--- config.mk ---
export PLATFORM = sky130hd
export DESIGN_NAME = heading_turn_speed_controller_core_flat
export DESIGN_NICKNAME = d
export VERILOG_FILES = /design/src/rtl/htsc_pkg.sv /design/src/rtl/htsc_in_if.sv /design/src/rtl/htsc_out_if.sv /design/src/rtl/htsc_drive.sv /design/src/rtl/heading_turn_speed_controller_core.sv /design/src/flat_wrapper.sv
export SDC_FILE = /design/constraint.sdc
export NUM_CORES = 2
export LEC_CHECK = 0
export BUFFER_PORTS_ARGS = -buffer_cell sky130_fd_sc_hd__buf_2
export CORE_MARGIN = 4
export CORE_UTILIZATION = 50
export CTS_BUF_LIST = sky130_fd_sc_hd__clkbuf_4 sky130_fd_sc_hd__clkbuf_8
export DETAILED_ROUTE_END_ITERATION = 7
export PLACE_DENSITY_LB_ADDON = 0.12
export SYNTH_ARGS = -nofsm -noshare
export SYNTH_HDL_FRONTEND = slang
export SYNTH_SLANG_ARGS = --single-unit
--- constraint.sdc ---
create_clock -name i_clk -period 32.2 [get_ports i_clk]
set_input_delay 6.44 -clock i_clk [delete_from_list [all_inputs] [get_ports i_clk]]
set_output_delay 6.44 -clock i_clk [all_outputs]
set_load 0.01 [all_outputs]
--- src/rtl/htsc_pkg.sv ---
// package: types, constants and the sine series of the heading turn speed controller
package htsc_pkg;

    localparam int HEAD_W  = 16;
    localparam int SPEED_W = 15;
    localparam int DRIVE_W = 16;
    localparam int TGT_W   = 32;
    localparam int DIFF_W  = 34;
    localparam int CDEG_W  = 17;
    localparam int CFG_W   = 16;
    localparam int CFG_IDX_W = 2;

    localparam logic [CFG_IDX_W-1:0] CFG_TURN_DEGREES = 2'd0;
    localparam logic [CFG_IDX_W-1:0] CFG_MIN_SPEED    = 2'd1;
    localparam logic [CFG_IDX_W-1:0] CFG_MAX_SPEED    = 2'd2;

    localparam int ANG_QUARTER  = 9000;
    localparam int ANG_FULL     = 36000;
    localparam int STOP_MARGIN  = 75;
    localparam int RAMP_MARGIN  = 200;
    localparam int WRAP_LOW     = 1000;
    localparam int WRAP_HIGH    = 35000;
    localparam int TURN_FULL    = 360;
    localparam int CDEG_PER_DEG = 100;
    localparam int IDX_SHIFT    = 28;

    localparam int          MOD360_SHIFT = 32;
    localparam logic [23:0] MOD360_MUL   = 24'd11930465;

    localparam logic [63:0] Q30_HALF_PI = 64'd1686629713;

    typedef enum logic [1:0] {
        PH_IDLE,
        PH_TURN,
        PH_SETTLE,
        PH_CHECK
    } t_phase;

    typedef struct packed {
        logic              begin_req;
        logic [HEAD_W-1:0] heading;
        logic              wheels_zero;
        logic              abort_request;
    } t_sample;

    typedef struct packed {
        logic upd;
        logic drive;
        logic use_sine;
        logic sat;
        logic ccw;
        logic done;
        logic aborted;
    } t_stage;

    typedef struct packed {
        logic                      drive_update;
        logic signed [DRIVE_W-1:0] left_drive;
        logic signed [DRIVE_W-1:0] right_drive;
        logic                      turn_done;
        logic                      turn_aborted;
    } t_result;

    function automatic logic [15:0] sine_series(input logic [63:0] x);
        logic signed [63:0] sum;
        logic signed [63:0] q;
        logic [63:0]        t;
        sum = signed'(x);
        t   = x;
        for (int k = 1; k <= 6; k++) begin
            t = (t * x) >> 30;
            t = (t * x) >> 30;
            case (k)
                1:       t = t / 64'd6;
                2:       t = t / 64'd20;
                3:       t = t / 64'd42;
                4:       t = t / 64'd72;
                5:       t = t / 64'd110;
                6:       t = t / 64'd156;
                default: t = t;
            endcase
            if ((k & 1) == 1) begin
                sum = sum - signed'(t);
            end else begin
                sum = sum + signed'(t);
            end
        end
        if (sum < 0) begin
            sum = '0;
        end
        q = (sum + 64'sd16384) >>> 15;
        if (q > 64'sd32768) begin
            q = 64'sd32768;
        end
        return q[15:0];
    endfunction

endpackage

--- src/rtl/htsc_in_if.sv ---
// interface: sample channel into the controller
interface htsc_in_if;
    logic               valid;
    logic               ready;
    logic               begin_req;
    logic [15:0]        heading;
    logic signed [15:0] left_wheel_speed;
    logic signed [15:0] right_wheel_speed;
    logic               abort_request;

    modport source (
        output valid, begin_req, heading, left_wheel_speed, right_wheel_speed, abort_request,
        input  ready
    );
    modport sink (
        input  valid, begin_req, heading, left_wheel_speed, right_wheel_speed, abort_request,
        output ready
    );
endinterface

--- src/rtl/htsc_out_if.sv ---
// interface: result channel out of the controller
interface htsc_out_if;
    logic               valid;
    logic               ready;
    logic               drive_update;
    logic signed [15:0] left_drive;
    logic signed [15:0] right_drive;
    logic               turn_done;
    logic               turn_aborted;

    modport source (
        output valid, drive_update, left_drive, right_drive, turn_done, turn_aborted,
        input  ready
    );
    modport sink (
        input  valid, drive_update, left_drive, right_drive, turn_done, turn_aborted,
        output ready
    );
endinterface

--- src/rtl/htsc_drive.sv ---
// drive stage: sine profile lookup, span scaling and wheel sign assignment
module htsc_drive
    import htsc_pkg::*;
#(
    parameter int SINE_STEPS = 91
) (
    input  t_stage                          i_ctl,
    input  logic [$clog2(SINE_STEPS)-1:0]   i_idx,
    input  logic [SPEED_W-1:0]              i_min_speed,
    input  logic [SPEED_W-1:0]              i_max_speed,
    output t_result                         o_result
);

    localparam int IDX_W = $clog2(SINE_STEPS);

    logic [15:0]            w_sine [SINE_STEPS];
    logic [IDX_W-1:0]       w_sel;
    logic [15:0]            w_entry;
    logic [SPEED_W-1:0]     w_span;
    logic [SPEED_W+15:0]    w_prod;
    logic [SPEED_W-1:0]     w_share;
    logic [DRIVE_W-1:0]     w_spd;
    logic signed [DRIVE_W-1:0] w_pos;
    logic signed [DRIVE_W-1:0] w_neg;

    for (genvar g = 0; g < SINE_STEPS; g++) begin : g_tab
        localparam logic [63:0] ANGLE_Q30 = 64'(g) * Q30_HALF_PI / 64'(SINE_STEPS - 1);
        assign w_sine[g] = sine_series(ANGLE_Q30);
    end

    assign w_sel   = i_ctl.sat ? IDX_W'(SINE_STEPS - 1) : i_idx;
    assign w_entry = w_sine[w_sel];
    assign w_span  = (i_max_speed >= i_min_speed) ? (i_max_speed - i_min_speed) : '0;
    assign w_prod  = (SPEED_W+16)'(w_span) * (SPEED_W+16)'(w_entry);
    assign w_share = i_ctl.use_sine ? w_prod[SPEED_W+14:15] : '0;
    assign w_spd   = {1'b0, w_share} + {1'b0, i_min_speed};
    assign w_pos   = signed'(w_spd);
    assign w_neg   = -signed'(w_spd);

    always_comb begin
        o_result              = '0;
        o_result.drive_update = i_ctl.upd;
        o_result.turn_done    = i_ctl.done;
        o_result.turn_aborted = i_ctl.aborted;
        if (i_ctl.drive) begin
            o_result.left_drive  = i_ctl.ccw ? w_neg : w_pos;
            o_result.right_drive = i_ctl.ccw ? w_pos : w_neg;
        end
    end

endmodule

--- src/rtl/heading_turn_speed_controller_core.sv ---
// top level: heading turn speed controller with sample and result channels
// throughput: one sample word per cycle while the result channel is not stalled
// the turn state updates in a single stage
// the path is input register, state stage with index multiply, drive stage, output register
// reset: synchronous active low, clears phase, heading state and valid flags to zero
// the sine table is constant logic and needs no fill after reset
module heading_turn_speed_controller_core
    import htsc_pkg::*;
#(
    parameter int SINE_STEPS = 91
) (
    input  logic                 i_clk,
    input  logic                 i_rst_n,
    input  logic                 i_cfg_we,
    input  logic [CFG_IDX_W-1:0] i_cfg_idx,
    input  logic [CFG_W-1:0]     i_cfg_data,
    htsc_in_if.sink              i_in,
    htsc_out_if.source           o_out
);

    localparam int          IDX_W     = $clog2(SINE_STEPS);
    localparam logic [63:0] IDX_MUL   = (64'(SINE_STEPS - 1) * (64'd1 << IDX_SHIFT)
                                         + 64'(ANG_QUARTER - 1)) / 64'(ANG_QUARTER);
    localparam int          IDX_MUL_W = $clog2(IDX_MUL + 64'd1);

    // configuration
    logic [SPEED_W-1:0]       r_min_speed;
    logic [SPEED_W-1:0]       r_max_speed;
    logic signed [CDEG_W-1:0] r_turn_cdeg;
    logic                     r_turn_ccw;

    logic signed [CFG_W-1:0]  w_t;
    logic [CFG_W:0]           w_t_abs;
    logic [CFG_W+23:0]        w_q_prod;
    logic [6:0]               w_q;
    logic [CFG_W:0]           w_rem;
    logic signed [CDEG_W-1:0] w_t_red;
    logic signed [CDEG_W-1:0] w_cdeg;

    assign w_t      = signed'(i_cfg_data);
    assign w_t_abs  = w_t[CFG_W-1] ? (CFG_W+1)'(-{w_t[CFG_W-1], w_t}) : {1'b0, w_t};
    assign w_q_prod = {23'd0, w_t_abs} * {{CFG_W{1'b0}}, MOD360_MUL};
    assign w_q      = w_q_prod[MOD360_SHIFT+6:MOD360_SHIFT];
    assign w_rem    = w_t_abs - (CFG_W+1)'(w_q) * (CFG_W+1)'(TURN_FULL);

    always_comb begin
        if (w_t == CFG_W'(TURN_FULL) || w_t == -CFG_W'(TURN_FULL)) begin
            w_t_red = CDEG_W'(w_t);
        end else if (w_t[CFG_W-1]) begin
            w_t_red = -signed'(w_rem);
        end else begin
            w_t_red = signed'(w_rem);
        end
    end

    assign w_cdeg = w_t_red * CDEG_W'(CDEG_PER_DEG);

    always_ff @(posedge i_clk) begin
        if (!i_rst_n) begin
            r_min_speed <= '0;
            r_max_speed <= '0;
            r_turn_cdeg <= '0;
            r_turn_ccw  <= 1'b1;
        end else if (i_cfg_we) begin
            case (i_cfg_idx)
                CFG_TURN_DEGREES: begin
                    r_turn_cdeg <= w_cdeg;
                    r_turn_ccw  <= !w_t_red[CDEG_W-1];
                end
                CFG_MIN_SPEED: r_min_speed <= i_cfg_data[SPEED_W-1:0];
                CFG_MAX_SPEED: r_max_speed <= i_cfg_data[SPEED_W-1:0];
                default: ;
            endcase
        end
    end

    // pipeline flow control
    logic    r_a_v;
    logic    r_b_v;
    logic    r_o_v;
    logic    w_o_free;
    logic    w_b_free;
    logic    w_a_free;
    logic    w_acc;
    logic    w_a_move;
    logic    w_b_move;

    assign w_o_free = !r_o_v || o_out.ready;
    assign w_b_free = !r_b_v || w_o_free;
    assign w_a_free = !r_a_v || w_b_free;
    assign w_acc    = i_in.valid && w_a_free;
    assign w_a_move = r_a_v && w_b_free;
    assign w_b_move = r_b_v && w_o_free;
    assign i_in.ready = w_a_free;

    always_ff @(posedge i_clk) begin
        if (!i_rst_n) begin
            r_a_v <= 1'b0;
            r_b_v <= 1'b0;
            r_o_v <= 1'b0;
        end else begin
            if (w_a_free) begin
                r_a_v <= i_in.valid;
            end
            if (w_b_free) begin
                r_b_v <= r_a_v;
            end
            if (w_o_free) begin
                r_o_v <= r_b_v;
            end
        end
    end

    // input register
    t_sample r_a;

    always_ff @(posedge i_clk) begin
        if (w_acc) begin
            r_a.begin_req     <= i_in.begin_req;
            r_a.heading       <= i_in.heading;
            r_a.wheels_zero   <= (i_in.left_wheel_speed == '0) && (i_in.right_wheel_speed == '0);
            r_a.abort_request <= i_in.abort_request;
        end
    end

    // turn state stage
    t_phase               r_phase;
    t_phase               n_phase;
    logic [HEAD_W-1:0]    r_prev;
    logic [HEAD_W-1:0]    n_prev;
    logic [TGT_W-1:0]     r_target;
    logic [TGT_W-1:0]     n_target;
    logic                 r_ccw;
    logic                 n_ccw;
    t_stage               r_b;
    t_stage               n_b;
    logic [IDX_W-1:0]     r_b_idx;
    logic [IDX_W-1:0]     n_b_idx;

    logic [TGT_W-1:0]          w_tgt_fix;
    logic signed [DIFF_W-1:0]  w_diff;
    logic signed [DIFF_W-1:0]  w_e;
    logic [13+IDX_MUL_W:0]     w_idx_prod;

    always_comb begin
        w_tgt_fix = r_target;
        if (!r_ccw) begin
            if (r_a.heading > r_prev && r_prev < HEAD_W'(WRAP_LOW)) begin
                w_tgt_fix = r_target + TGT_W'(ANG_FULL);
            end
            w_diff = signed'({{(DIFF_W-HEAD_W){1'b0}}, r_a.heading})
                   - DIFF_W'(signed'(w_tgt_fix));
        end else begin
            if (r_a.heading < r_prev && r_prev > HEAD_W'(WRAP_HIGH)) begin
                w_tgt_fix = r_target - TGT_W'(ANG_FULL);
            end
            w_diff = DIFF_W'(signed'(w_tgt_fix))
                   - signed'({{(DIFF_W-HEAD_W){1'b0}}, r_a.heading});
        end
    end

    assign w_e        = w_diff - DIFF_W'(ANG_QUARTER);
    assign w_idx_prod = {{IDX_MUL_W{1'b0}}, w_e[13:0]} * {14'd0, IDX_MUL[IDX_MUL_W-1:0]};

    always_comb begin
        n_phase  = r_phase;
        n_prev   = r_prev;
        n_target = r_target;
        n_ccw    = r_ccw;
        n_b      = '0;
        n_b_idx  = IDX_W'(w_idx_prod >> IDX_SHIFT);
        if (r_a.begin_req) begin
            n_prev   = r_a.heading;
            n_target = {{(TGT_W-HEAD_W){1'b0}}, r_a.heading} + TGT_W'(r_turn_cdeg);
            n_ccw    = r_turn_ccw;
            n_phase  = PH_TURN;
        end else if (r_phase != PH_IDLE) begin
            n_target = w_tgt_fix;
            n_prev   = r_a.heading;
            n_b.ccw  = r_ccw;
            if (r_a.abort_request) begin
                n_b.aborted = 1'b1;
                n_phase     = PH_IDLE;
            end else begin
                case (r_phase)
                    PH_TURN: begin
                        n_b.upd = 1'b1;
                        if (w_diff > DIFF_W'(STOP_MARGIN)) begin
                            n_b.drive    = 1'b1;
                            n_b.use_sine = w_e > DIFF_W'(RAMP_MARGIN);
                            n_b.sat      = w_e >= DIFF_W'(ANG_QUARTER);
                        end else begin
                            n_phase = PH_SETTLE;
                        end
                    end
                    PH_SETTLE, PH_CHECK: begin
                        if (r_a.wheels_zero) begin
                            if (r_phase == PH_CHECK) begin
                                n_b.done = 1'b1;
                                n_phase  = PH_IDLE;
                            end else begin
                                n_phase = PH_CHECK;
                            end
                        end else begin
                            n_phase = PH_SETTLE;
                        end
                    end
                    default: n_phase = PH_IDLE;
                endcase
            end
        end
    end

    always_ff @(posedge i_clk) begin
        if (!i_rst_n) begin
            r_phase  <= PH_IDLE;
            r_prev   <= '0;
            r_target <= '0;
            r_ccw    <= 1'b0;
        end else if (w_a_move) begin
            r_phase  <= n_phase;
            r_prev   <= n_prev;
            r_target <= n_target;
            r_ccw    <= n_ccw;
        end
    end

    always_ff @(posedge i_clk) begin
        if (w_a_move) begin
            r_b     <= n_b;
            r_b_idx <= n_b_idx;
        end
    end

    // drive stage and output register
    t_result w_result;
    t_result r_o;

    htsc_drive #(
        .SINE_STEPS (SINE_STEPS)
    ) u_drive (
        .i_ctl       (r_b),
        .i_idx       (r_b_idx),
        .i_min_speed (r_min_speed),
        .i_max_speed (r_max_speed),
        .o_result    (w_result)
    );

    always_ff @(posedge i_clk) begin
        if (w_b_move) begin
            r_o <= w_result;
        end
    end

    assign o_out.valid        = r_o_v;
    assign o_out.drive_update = r_o.drive_update;
    assign o_out.left_drive   = r_o.left_drive;
    assign o_out.right_drive  = r_o.right_drive;
    assign o_out.turn_done    = r_o.turn_done;
    assign o_out.turn_aborted = r_o.turn_aborted;

endmodule

--- src/flat_wrapper.sv ---
// flat-port wrapper written by rule: the top's interface ports become plain ports
module heading_turn_speed_controller_core_flat import htsc_pkg::*;
#(
    parameter int SINE_STEPS = 91
)
  (i_clk, i_rst_n, i_cfg_we, i_cfg_idx, i_cfg_data, i_in_valid, i_in_begin_req, i_in_heading, i_in_left_wheel_speed, i_in_right_wheel_speed, i_in_abort_request, i_in_ready, o_out_valid, o_out_drive_update, o_out_left_drive, o_out_right_drive, o_out_turn_done, o_out_turn_aborted, o_out_ready);
  htsc_in_if i_in_i ();
  htsc_out_if o_out_i ();
  input  logic i_clk;
  input  logic i_rst_n;
  input  logic i_cfg_we;
  input  logic [CFG_IDX_W-1:0] i_cfg_idx;
  input  logic [CFG_W-1:0] i_cfg_data;
  input wire logic [$bits(i_in_i.valid)-1:0] i_in_valid;
  input wire logic [$bits(i_in_i.begin_req)-1:0] i_in_begin_req;
  input wire logic [$bits(i_in_i.heading)-1:0] i_in_heading;
  input wire logic [$bits(i_in_i.left_wheel_speed)-1:0] i_in_left_wheel_speed;
  input wire logic [$bits(i_in_i.right_wheel_speed)-1:0] i_in_right_wheel_speed;
  input wire logic [$bits(i_in_i.abort_request)-1:0] i_in_abort_request;
  output wire logic [$bits(i_in_i.ready)-1:0] i_in_ready;
  output wire logic [$bits(o_out_i.valid)-1:0] o_out_valid;
  output wire logic [$bits(o_out_i.drive_update)-1:0] o_out_drive_update;
  output wire logic [$bits(o_out_i.left_drive)-1:0] o_out_left_drive;
  output wire logic [$bits(o_out_i.right_drive)-1:0] o_out_right_drive;
  output wire logic [$bits(o_out_i.turn_done)-1:0] o_out_turn_done;
  output wire logic [$bits(o_out_i.turn_aborted)-1:0] o_out_turn_aborted;
  input wire logic [$bits(o_out_i.ready)-1:0] o_out_ready;
  assign i_in_i.valid = i_in_valid;
  assign i_in_i.begin_req = i_in_begin_req;
  assign i_in_i.heading = i_in_heading;
  assign i_in_i.left_wheel_speed = i_in_left_wheel_speed;
  assign i_in_i.right_wheel_speed = i_in_right_wheel_speed;
  assign i_in_i.abort_request = i_in_abort_request;
  assign i_in_ready = i_in_i.ready;
  assign o_out_valid = o_out_i.valid;
  assign o_out_drive_update = o_out_i.drive_update;
  assign o_out_left_drive = o_out_i.left_drive;
  assign o_out_right_drive = o_out_i.right_drive;
  assign o_out_turn_done = o_out_i.turn_done;
  assign o_out_turn_aborted = o_out_i.turn_aborted;
  assign o_out_i.ready = o_out_ready;
  heading_turn_speed_controller_core #(.SINE_STEPS(SINE_STEPS)) u_core (.i_clk(i_clk), .i_rst_n(i_rst_n), .i_cfg_we(i_cfg_we), .i_cfg_idx(i_cfg_idx), .i_cfg_data(i_cfg_data), .i_in(i_in_i), .o_out(o_out_i));
endmodule
* Yosys cells after proc, flatten, opt, wreduce, memory -nomap -nowiden
Memories as Yosys holds them, arrays and structs flattened.
Cells that the tools add are included.
** Word-level totals
- Register bits after elaboration :: 168
- Memory bits (read-only) :: 2048
- Memories kept :: 1
- Output and inout port bits :: 37
- Logic and storage cells :: 131
** Memory list
- (name not given) :: depth 128, bits a word 16, read ports 1, clocked after Yosys merged registers in 0, write ports 0, RTL line htsc_drive.sv:32 : assign w_entry = w_sine[w_sel];
** Cells by class
- $lt $le $gt $ge :: 9
- Add/subtract/negate cells :: 12
- Reduce and logical (&&, ||, !) cells :: 31
- Bitwise gates (word level) :: 6
- Multiply operators :: 5
- Muxes and demuxes :: 31
- Equality and inequality tests :: 8
** Operator list (count)
- $mux 32 :: 7
- $mux 16 :: 6
- $mux 17 :: 3
- $mul 17x24->39 const B :: 1
- $mul 14x22->35 const B :: 1
- $ge 34x15->1 const B :: 1
- $gt 34x8->1 const B :: 1
- $gt 34x9->1 const B :: 1
- $mux 34 :: 1
- $neg 17->17 :: 2
- $sub 34x15->34 const B :: 1
- $sub 17x32->33 :: 1
- $sub 32x17->33 :: 1
- $add 32x16->32 const B :: 1
- $eq 16x10->1 const B :: 2
- $logic_not 16->1 :: 2
- $sub 32x16->32 const B :: 1
- $mul 15x16->30 :: 1
- $mux 15 :: 2
- $add 17x17->18 :: 1
- $mul 17x6->15 const B :: 1
- $sub 17x16->17 :: 1
- $add 15x15->16 :: 1
- $gt 16x16->1 :: 1
- other kinds (30) :: 61

* Logic depth before layout (Yosys ltp)
- Depth after elaboration :: 12
- Gate-level depth with buffers :: 63
- Mapped depth without buffers :: 62

* Modules after synthesis
Synthesis repeated with hierarchy kept, for this count alone.
** Second synthesis, totals
- Cells, all modules :: 4400
- Area total of the unflattened synthesis :: 36547.6 um^2
** Modules (own cells, without submodules)
- heading_turn_speed_controller_core :: instances 1, area each 24593.6 um^2, cells each 2831
- htsc_drive :: instances 1, area each 11954.0 um^2, cells each 1569

* Least setup slack after synthesis
No wires, ideal clock.
- Path kind :: input-to-reg
- Start point :: input i_cfg_data[0]
- End point :: register u_core.r_turn_cdeg[16]
- Setup slack :: 12.354 ns
- Cell stages on the path :: 58
- Path buffers :: 1
- Arrival :: 19.713 ns
- Path through :: clkbuf_1 > inv_1 > ha_1 > or3b_1 > nor2_1 > nand3_1 > o41ai_2 > xnor2_1 > inv_1 > fa_1 > inv_1 > fa_1 > inv_1 > fa_1 > inv_1 > fa_1 > inv_1 > fa_1 > [22 not listed] > and3_1 > a311oi_1 > nand2_1 > xnor2_1 > nand4_1 > or4b_2 > nand2_1 > xnor2_1 > a21oi_1 > fa_1 > inv_1 > ha_1 > ha_1 > a21oi_1 > xnor2_1 > xnor3_1 > xnor2_1 > a21oi_1
** On the way
- Word-level cells in the longest chain between the ends :: 9
- Elaborated cells between the ends (all ways) :: 12
** RTL lines
- from (decl) :: RTL line flat_wrapper.sv:13 : input logic [CFG_W-1:0] i_cfg_data;
- $neg 17->17 :: RTL line heading_turn_speed_controller_core.sv:41 : assign w_t_abs = w_t[CFG_W-1] ? (CFG_W+1)'(-{w_t[CFG_W-1], w_t}) : {1'b0, w_t};
- $mux 17 :: RTL line heading_turn_speed_controller_core.sv:41
- $mul 17x24->39 :: RTL line heading_turn_speed_controller_core.sv:42 : assign w_q_prod = {23'd0, w_t_abs} * {{CFG_W{1'b0}}, MOD360_MUL};
- $mul 7x6->13 :: RTL line heading_turn_speed_controller_core.sv:44 : assign w_rem = w_t_abs - (CFG_W+1)'(w_q) * (CFG_W+1)'(TURN_FULL);
- $sub 17x16->17 :: RTL line heading_turn_speed_controller_core.sv:44
- $neg 17->17 :: RTL line heading_turn_speed_controller_core.sv:50 : w_t_red = -signed'(w_rem);
- $mux 17 :: RTL line heading_turn_speed_controller_core.sv:49 : end else if (w_t[CFG_W-1]) begin
- $mux 17 * :: RTL line heading_turn_speed_controller_core.sv:47 : if (w_t == CFG_W'(TURN_FULL) || w_t == -CFG_W'(TURN_FULL)) begin
- $mul 17x6->15 * :: RTL line heading_turn_speed_controller_core.sv:56 : assign w_cdeg = w_t_red * CDEG_W'(CDEG_PER_DEG);
- to (signal assigned) :: RTL line heading_turn_speed_controller_core.sv:67 : r_turn_cdeg <= w_cdeg;
- to (decl) :: RTL line heading_turn_speed_controller_core.sv:29 : logic signed [CDEG_W-1:0] r_turn_cdeg;
Every way passes the cells marked *; elsewhere a longest branch is shown, timed or not.
A chain may end at the register's enable or synchronous reset.

* Worst setup path in the final report
Same ends and word-level chain as after synthesis.

==> flow_metrics.env <==
export IMPL_core_area_mm2=0.0715
export IMPL_critPathLaunchType="primary input"
export IMPL_crit_path_end_kind="flop"
export IMPL_status="complete, no violations"
export IMPL_grt_pass1_wl_um=164000
export IMPL_wirelength_um=101000
export IMPL_fin_worst_skew_ns=0.0260
export IMPL_synth_top_area_share_pct=21.0
export IMPL_drive_above_1_share_pct=6.42
export IMPL_grt_usage_pct=26.2
export IMPL_drc=0
export IMPL_fin_crit_sh_pct=65.2
export IMPL_crit_type="primary input to flop"
export IMPL_grt_pass1_vias=29900
export IMPL_dpl_hpwl_um=81700
export IMPL_vias=30600
export IMPL_worstPathMaxFanout=16
export IMPL_cts_buffers_inserted=17
export IMPL_hold_violations=0
export IMPL_max_cap_violations=0
export IMPL_period_needed_ns=21.00
export IMPL_clock_latency_ns=0.53
export IMPL_netlist_top_cells_area="fa_1 (21%), ha_1 (18%), inv_1 (6.9%), edfxtp_1 (5.6%), dfxtp_1 (5.6%)"
export IMPL_fp_dieW_um=276
export IMPL_fin_util_pct=53.1
export IMPL_post_cts_setup_buffers=0
export IMPL_setup_viol_count_final=0
export IMPL_hold_buffers=0
export IMPL_slew_violations=0
export IMPL_grt_max_degree=62
export IMPL_pre_cts_ws_ns=10.79
export IMPL_cpMaxStageDelayCell="a311oi_1"
export IMPL_yosysTopAreaCell="fa_1"
export IMPL_crit_top_cell="inv_1"
export IMPL_cts_resized=0
export IMPL_dieArea_mm2=0.0764
export IMPL_ys_warnings_count=0
export IMPL_nNetsFinal=5362
export IMPL_critPathRequiredTime_ns=32.56
export IMPL_syn_to_final_growth_pct=5.36
export IMPL_cts_tree="built"
export IMPL_ioPinCount=110
export IMPL_clkSinkCount=167
export IMPL_cpPeakStageDelay_ns=0.75
export IMPL_worst_slew_pin_transition_ns=1.11
export IMPL_die_y_um=276
export IMPL_ys_seq_elements=167
export IMPL_rsz0062_at_grt="false"
export IMPL_yosysUniqueCellTypes=108
export IMPL_arrival_ns=21.36
export IMPL_ant_nets=0
export IMPL_setup_tns_ns=0
export IMPL_hold_path_class="flop to flop"
export IMPL_antenna_found_initial=12
export IMPL_dr_pass1_iters=8
export IMPL_synth_seq_area_share_pct=11.1
export IMPL_vias_per_cell=5.72
export IMPL_clk_pin_slew_ns=0.09
export IMPL_netlist_area_mm2=0.0360
export IMPL_place_gp_congestion=0.933
export IMPL_grt_overflow_total=0
export IMPL_fmax_mhz=47.6
export IMPL_htreeDepth=4
export IMPL_drt_iter0_drc=2592
export IMPL_wl_per_cell_um=18.9
export IMPL_portBuffers=109
export IMPL_syn_avg_cell_area_um2=8.20
export IMPL_async_flop_share_pct=0
export IMPL_root_buffer="clkbuf_8"
export IMPL_fp_row_count=98
export IMPL_setup_ws_ns=11.20
export IMPL_relSlewSlack_pct=25.1
export IMPL_hold_slack_ns=0.425
export IMPL_clockBufferDepth=2
export IMPL_start_util_pct=50.4
export IMPL_synth_main_ff_cell="dfxtp_1"
export IMPL_synth_edf_count=67
export IMPL_syn_inst=4389
final timing paths:
kind / slack [ns] / to / cells past startpoint / from
setup / recovery: 11.20 / u_core.r_turn_cdeg[16] / 58 / i_cfg_data[0]
setup reg to reg: 17.70 / u_core.o_out.left_drive[15] / 46 / u_core.r_b_idx[0]
hold reg to reg: 0.42 / u_core.o_out.drive_update / 0 / u_core.r_b[6]
hold / removal: 0.42 / u_core.o_out.drive_update / 0 / u_core.r_b[6]
Yosys cell counts, types with 24 or more instances:
master and n:
inv_1 663, dfxtp_1 100, nor3_1 77, nand3_1 115, edfxtp_1 67, a21oi_1 257
fa_1 378, or3_1 28, o211ai_1 31, clkbuf_1 173, xor2_1 61, nor2b_1 42
a31oi_1 36, ha_1 531, xnor2_1 155, o21ai_0 154, nand2_1 513, mux2i_1 25
a21boi_0 44, o21a_1 36, and2_1 66, and3_1 55, nand4_1 39, nand2b_1 47
nor4_1 24, nor2_1 213, a21o_1 51, a211oi_1 43
kinds of logic after synthesis:
| kind of cell | synth area share [%] |
|---|---|
| AOI/OAI and AO/OA | 16.4 |
| xor gates and xnor gates | 5.32 |
| adders and majority gates | 39.5 |
| buffers and inverters | 9.07 |
| DFF | 11.1 |
| muxes | 0.945 |
| other | 0.0209 |
| and+or+nand+nor | 17.6 |
through the flow:
step	instances	instance area, µm²
floorplan	4392	36000
global placement	5311	37500
detailed placement	5311	37500
CTS	5343	37900
global route	5347	37900
finish	5351	37900
cell usage in the layout (no fill, tap or decap), drive strengths merged, types with 32 or more instances in the layout:
cell type  Yosys  routed
nand4         39      39
dfxtp        100     100
fa           378     378
nor2         214     214
a21o          51      51
and3          55      55
buf           23     165
a21boi        45      45
xor2          61      61
ha           531     531
xnor2        155     155
nor3          79      79
o21ai        162     162
a31oi         36      36
o21a          37      37
nand2b        47      47
inv          664     673
nand2        513     513
edfxtp        67      67
a211oi        45      45
and2          68      68
nor2b         42      42
a21oi        259     259
o211ai        32      32
nand3        115     115
per-layer routing:
| metal | up-vias | wire (µm) | track usage (%) |
|---|---|---|---|
| met2 | 972 | 44200 | 41.1 |
| li1 | 14800 | - | - |
| met3 | 118 | 6360 | 3.93 |
| met5 | - | 34 | 0 |
| met4 | 6 | 1580 | 4.49 |
| met1 | 14700 | 48800 | 39.0 |
registers in the layout, indices dropped and copies added, names as in the netlist:
signal                     flops
u_core.r_target               32
u_core.r_min_speed            15
u_core.r_ccw                   1
u_core.o_out.left_drive       15
u_core.r_b                     7
u_core.r_b_v                   1
u_core.r_a_v                   1
u_core.r_max_speed            15
u_core.r_turn_ccw              1
u_core.o_out.valid             1
u_core.o_out.turn_done         1
u_core.r_b_idx                 7
u_core.r_turn_cdeg            15
u_core.o_out.right_drive      16
u_core.o_out.turn_aborted      1
u_core.r_phase                 2
u_core.o_out.drive_update      1
u_core.r_prev                 16
u_core.r_a                    19
worst max-delay path: cells and delay by family:
kind                     cells  cell delay [ns]
buffers and inverters       12             1.14
AO/OA/AOI/OAI               11             3.09
XOR/XNOR                     8             1.96
AND/OR/NAND/NOR             12             2.61
adder cells (fa/ha/maj)     15             6.10
final cells by class:
cell class	instances	area [µm²]
antenna	8	20.0
clock buffer	18	248
clock inverter	14	155
fill	6874	33600
inverter	668	2510
multi-input combinational	3361	28800
sequential	167	4020
tap	950	1190
timing repair buffer	165	966
Power is not shown: default switching activity piles up to over one toggle a cycle in this logic, so the estimate is an artifact.
